**src/rtl/command_queue_storage_model_top_defines.svh**
```systemverilog
// assertion macros for the command queue storage block
// used by command_queue_storage_model_top; expects clk and rst_n in scope
`ifndef COMMAND_QUEUE_STORAGE_MODEL_TOP_DEFINES_SVH
`define COMMAND_QUEUE_STORAGE_MODEL_TOP_DEFINES_SVH
`ifndef NO_ASSERTIONS
`define CQSM_ASSERT_IMP(lbl, ante, cons, msg) \
  lbl: assert property (@(posedge clk) disable iff (!rst_n) (ante) |-> (cons)) else $error(msg);
`define CQSM_ASSERT_NXT(lbl, ante, cons, msg) \
  lbl: assert property (@(posedge clk) disable iff (!rst_n) (ante) |=> (cons)) else $error(msg);
`else
`define CQSM_ASSERT_IMP(lbl, ante, cons, msg)
`define CQSM_ASSERT_NXT(lbl, ante, cons, msg)
`endif
`endif

```
**src/rtl/cqsm_pkg.sv**
```systemverilog
// shared types and constants of the command queue storage block
// no dependencies
package cqsm_pkg;

  localparam int unsigned WORD_W  = 32;
  localparam int unsigned OPC_W   = 2;
  localparam int unsigned KIND_W  = 3;
  localparam int unsigned STAT_W  = 2;
  localparam int unsigned CNT_W   = 7;
  localparam int unsigned ENTRY_W = KIND_W + 3 * WORD_W;

  localparam logic [OPC_W-1:0] OP_SUBMIT   = 2'd0;
  localparam logic [OPC_W-1:0] OP_COMPLETE = 2'd1;
  localparam logic [OPC_W-1:0] OP_RESET    = 2'd2;
  localparam logic [OPC_W-1:0] OP_NOP      = 2'd3;

  localparam logic [KIND_W-1:0] KIND_WRITE   = 3'd0;
  localparam logic [KIND_W-1:0] KIND_READ    = 3'd1;
  localparam logic [KIND_W-1:0] KIND_FENCE   = 3'd2;
  localparam logic [KIND_W-1:0] KIND_VISIBLE = 3'd3;

  localparam logic [STAT_W-1:0] ST_OK      = 2'd0;
  localparam logic [STAT_W-1:0] ST_ERR     = 2'd1;
  localparam logic [STAT_W-1:0] ST_TIMEOUT = 2'd2;
  localparam logic [STAT_W-1:0] ST_BAD     = 2'd3;

  localparam logic [4:0] HASH_SHIFT = 5'd5;  // 31 = 32 - 1

  typedef enum logic [3:0] {
    S_CLEAR,
    S_IDLE,
    S_FETCH,
    S_WRITE,
    S_VRD,
    S_VWR,
    S_RRD,
    S_RACC,
    S_DONE
  } state_t;

  typedef struct packed {
    logic load;
    logic step;
    logic acc;
  } walk_ctl_t;

endpackage

```
**src/rtl/cqsm_walk.sv**
```systemverilog
// address walker and hash accumulator shared by all range commands
// depends on cqsm_pkg
module cqsm_walk #(
  parameter int unsigned STORE_WORDS = 256
) (
  input  logic                          clk,
  input  cqsm_pkg::walk_ctl_t           ctl,
  input  logic [(STORE_WORDS > 1 ? $clog2(STORE_WORDS) : 1)-1:0] load_addr,
  input  logic [$clog2(STORE_WORDS+1)-1:0] load_count,
  input  logic [cqsm_pkg::WORD_W-1:0]   word,
  output logic [(STORE_WORDS > 1 ? $clog2(STORE_WORDS) : 1)-1:0] addr,
  output logic                          empty,
  output logic [cqsm_pkg::WORD_W-1:0]   hash
);
  localparam int unsigned AW = STORE_WORDS > 1 ? $clog2(STORE_WORDS) : 1;
  localparam int unsigned CW = $clog2(STORE_WORDS + 1);

  logic [AW-1:0]               addr_r;
  logic [CW-1:0]               left_r;
  logic [cqsm_pkg::WORD_W-1:0] hash_r;
  logic [cqsm_pkg::WORD_W-1:0] hash_nxt;

  // hash * 31 + word
  assign hash_nxt = (hash_r << cqsm_pkg::HASH_SHIFT) - hash_r + word;

  always_ff @(posedge clk) begin
    if (ctl.load) begin
      addr_r <= load_addr;
      left_r <= load_count;
      hash_r <= '0;
    end else begin
      if (ctl.step) begin
        addr_r <= addr_r + AW'(1);
        left_r <= left_r - CW'(1);
      end
      if (ctl.acc) begin
        hash_r <= hash_nxt;
      end
    end
  end

  assign addr  = addr_r;
  assign empty = (left_r == '0);
  assign hash  = hash_r;
endmodule

```
**config.mk**
```make
export PLATFORM = sky130hd
export DESIGN_NAME = cqsm_walk
export DESIGN_NICKNAME = d
export VERILOG_FILES = /design/src/rtl/command_queue_storage_model_top_defines.svh /design/src/rtl/cqsm_pkg.sv /design/src/rtl/cqsm_walk.sv
export SDC_FILE = /design/constraint.sdc
export NUM_CORES = 1
export LEC_CHECK = 0
export ABC_AREA = 1
export BUFFER_PORTS_ARGS = -buffer_cell sky130_fd_sc_hd__clkbuf_2
export CAP_MARGIN = 20
export CORE_ASPECT_RATIO = 1.1
export CORE_MARGIN = 2
export CORE_UTILIZATION = 42
export CTS_CLUSTER_SIZE = 24
export DETAILED_ROUTE_END_ITERATION = 10
export PLACE_DENSITY = 0.65
export SLEW_MARGIN = 40
export SYNTH_ARGS = -nofsm -noshare
export SYNTH_HDL_FRONTEND = slang
export SYNTH_SLANG_ARGS = --single-unit
```
**constraint.sdc**
```tcl
create_clock -name clk -period 2.4 [get_ports clk]
set_clock_uncertainty 0.15 [all_clocks]
set_input_delay 0.48 -clock clk [delete_from_list [all_inputs] [get_ports clk]]
set_output_delay 0.48 -clock clk [all_outputs]
set_load 0.02 [all_outputs]
```
After elaboration in Yosys (flattened, before gate mapping)
Index checks and enable logic that the tools add are counted.
Storage, ports and cells
  RAM bits: 0
  logic and storage cells: 13
  latch bits: 0
  memories: 0
  input bits: 53
  memory bits (read-only): 0
  bits in registers: 49
Operators by class
  div/mod/pow operators: 0
  $lt $le $gt $ge: 0
  bitwise logic cells: 0
  mux-type cells: 4
  reduce and logical (&&, ||, !) cells: 2
  add/sub/neg operators: 4
  equal/unequal tests: 0
  multiply operators: 0
  shifts and indexed selects: 0
Operators by type and width (count)
  32-bit adder: 1
  32-bit subtractor: 1
  9-bit two-way mux: 2
  8-bit two-way mux: 2
  9-bit logical NOT: 1
  9-bit by 1-bit subtractor with 9-bit output (second input constant): 1
  8-bit by 1-bit adder with 8-bit output (second input constant): 1
  2-bit nonzero test: 1

Logic depth before layout (Yosys ltp)
  depth after elaboration: 3
  depth in mapped cells: 16
  gate-level depth less buffers: 16

Worst setup path after synthesis
Ideal clock, no wire load.
  kind: flip-flop to flip-flop
  start: register hash_r, in the netlist hash[6]
  end: register hash_r, in the netlist hash[15]
  period minus slack after synthesis: 2.498 ns
  setup slack: -0.098 ns
  cell stages (with the launch flop): 14
  data arrival time: 2.233 ns
  cell sequence: dfxtp_1 inv_1 fa_1 inv_1 ha_1 nand2_1 inv_1 nand2_1 inv_1 a21oi_1 nand2_2 xor2_1 o21ai_0 inv_1
Between the ends
  word-level cells in the longest chain between the ends: 2
Ends and longest elaborated chain
  start: declaration: line cqsm_walk.sv:20  | logic [cqsm_pkg::WORD_W-1:0] hash_r;
  start signal: assignment: line cqsm_walk.sv:37  | hash_r <= hash_nxt;
  32-bit subtractor: line cqsm_walk.sv:24  | assign hash_nxt = (hash_r << cqsm_pkg::HASH_SHIFT) - hash_r + word;
  32-bit adder: line cqsm_walk.sv:24
No other way between the ends.
A chain may end at the register's enable or synchronous reset.

Final worst setup path
  start: register left_r[0]
  end: output port empty
Between the ends
  word-level cells in the longest chain between the ends: 1
Ends and longest elaborated chain
  start: declaration: line cqsm_walk.sv:19  | logic [CW-1:0] left_r;
  start signal: assignment: line cqsm_walk.sv:29  | left_r <= load_count;
  start signal: assignment: line cqsm_walk.sv:34  | left_r <= left_r - CW'(1);
  9-bit logical NOT: line cqsm_walk.sv:43  | assign empty = (left_r == '0);
  end: declaration: line cqsm_walk.sv:12  | output logic empty,
No other way between the ends.

==> results.cfg <==
[layout]
ff_latch_area_sq_um = 1189
antenna_cells = 0
final_layout_size_suffix_gt1_share_pct = 47.05
nNetsFinal = 1166
multi_input_area_sq_um = 4468
nFillCells = 1035
syn2layout_area_growth_pct = 54.93

[clock_tree]
clockBufferDepth = 2
clock-sinks = 49
path_clk_slew_ns = 0.08
clkLatencyLatePin_ns = 0.32
cts_tree = yes
htreeDepth = 2
cts_made_buffers = 5
cts_root_buf = clkbuf_16

[outcome]
violations = negative setup slack
outcome = finished with violations

[critical_path]
crit_type = flip-flop to output port
cp-start-kind = flip-flop
slowest_stage = edfxtp_1
cp_max_fo = 3
cp_top_family = simple AND/OR/NAND/NOR gates
path_buf_inv = 3
critPathRequiredTime_ns = 1.77
cp_data_arrival_time_ns = 1.88
crit_path_max_incr_delay_ns = 0.41
crit_chain = inv_2 -> ha_4 -> nand2_4 -> nor2_4 -> nand3_2 -> or2_1 -> nor2_1 -> nand2_1 -> inv_1 -> clkbuf_8
end_kind = output port

[yosys]
synthArstFlopShare_pct = 0
synth_warnings = 0
synth_cell_types = 29
ys_seq_area_share_pct = 21.60
ys_seq_elements = 49
yosysTopAreaCell = inv_1
synth_flop_cell = dfxtp_1
yosysTopAreaCellShare_pct = 17.32
synth_edf_count = 17
ys_top_cells_by_area = inv_1 17%, nand2_1 17%, dfxtp_1 12%
yosysMostFrequentCell = inv_1
synth_cells = 862
syn_area_per_cell_sq_um = 6.183
syn_area_sq_um = 5330
syn-num-nets = 979
synth.cells.most_frequent = 246 x inv_1, 244 x nand2_1, 61 x nor2_1, 50 x a21oi_1, 47 x nand3_1

[die]
die_x_um = 111.4
rows = 43
die-area_sq_um = 13610
die_h_um = 122.2
boundaryPins = 94
initial_utilization_pct = 42.70
fp.coreArea_sq_um = 12480

[global_routing]
grt_usage_pct = 23.69
grt_overflow = 0
grt_pass1_vias = 5471
grt_antenna_before_repair = 0
grt_max_degree = 29
grt_pass1_wl_um = 25600

[routing]
routedWlPerCell_um = 14.21
wirelength_um = 17150
drcViolationCount = 0
drtIter0Drc = 268
first_pass_iters = 4
viasPerCell = 4.841
vias = 5843
ant_nets = 0

[run]
cap_violations = 0

[hold_path]
hp-class = primary input to flip-flop

[sta]
rsz0062_at_grt = true
max_slew_margin_pct = 62.84
finalSetupViolCount = 17
fin_tns_setup_ns = -0.8882
hold_viol = 0
post-route-min-period_ns = 2.515
slew_viol_final = 0
fmax_mhz = 397.6
finalCritPeriodShare_pct = 104.8
worstMarginPinSlew_ns = 0.5568
worst_slack_ns = -0.1148

[placement]
gp_congestion = 0.9450
port_buffers = 93
dp_hpwl_um = 12310
## kinds of logic after synthesis
kind of cell	after synthesis	share of synthesized area (%)
simple gates	373	28.66
compound gates	93	9.178
flops	49	21.60
xor+xnor	19	3.122
buf+inv	264	18.61
fa+ha+maj	64	18.83
## stage by stage
stage,util [%],instances,instance area [sq um],hold WS [ns],worst slack [ns]
floorplan,-,862,5503,0.4043,-0.02147
global route,66.16,1207,8258,0.3059,-0.2442
detailed placement,53.37,1168,6661,0.3974,-0.3660
global placement,53.37,1168,6661,0.3797,-0.4124
finish,66.16,1207,8258,0.2981,-0.1148
CTS,60.15,1201,7508,0.2905,-0.09966
## cells in the final DEF (no fill, tap or decap), types with 17 or more instances in the layout
cell type    n
edfxtp_1    17
fa_1        25
o21ai_0     19
nand2_4     35
nand3_2     21
inv_2       45
buf_4       86
nor2_4      20
ha_4        28
inv_1      200
nand2_2     69
nand2_1    141
nand3_1     25
a21oi_1     31
dfxtp_2     18
nor2_1      35
clkbuf_2    92
## flip-flops by register name, summed over array words and instances, names as in the netlist
| name | cells |
|---|---|
| addr | 8 |
| hash | 32 |
| left_r | 9 |
## repair_timing
item | 4_1_cts | 5_1_grt
pin swaps | 39 | 92
cloned | 0 | 0
setup endpoints to repair | 25 | 30
setup buffers | 25 | 10
resized for setup | 131 | 209
endpoints found under the hold margin | 0 | 0
hold buffers | 0 | 0
## path summary, 6_finish.rpt
check                     from       end  slack (ns)  cells past startpoint
hold / removal    load_addr[7]   addr[7]        0.30                      3
hold reg to reg        hash[1]   hash[1]        0.35                      2
setup reg to reg      hash[10]  hash[17]       -0.09                     15
setup / recovery     left_r[0]     empty       -0.11                     10
## final cells by class
cell class	count	area share, %
clock buffer	5	1.515
clock inverter	3	0.3030
inverter	250	11.48
multi-input combinational	549	54.11
sequential	49	14.39
tap	157	2.379
timing repair buffer	194	15.82
## layer usage
layer	vias to the layer above	track usage [%]	wire, um
met5	-	0	0
met4	0	9.336	814
met3	46	3.234	686
met2	181	43.64	8736
met1	2686	27.94	6915
li1	2930	-	-
## worst min-delay path, cell delays in order
cell	delay [ns]
clkbuf_2	0.08
nand2_1	0.04
o21ai_0	0.05
Power is left out: the tool's default activity adds up to more than one toggle a clock period on the data nets, which glitch-free logic cannot reach.
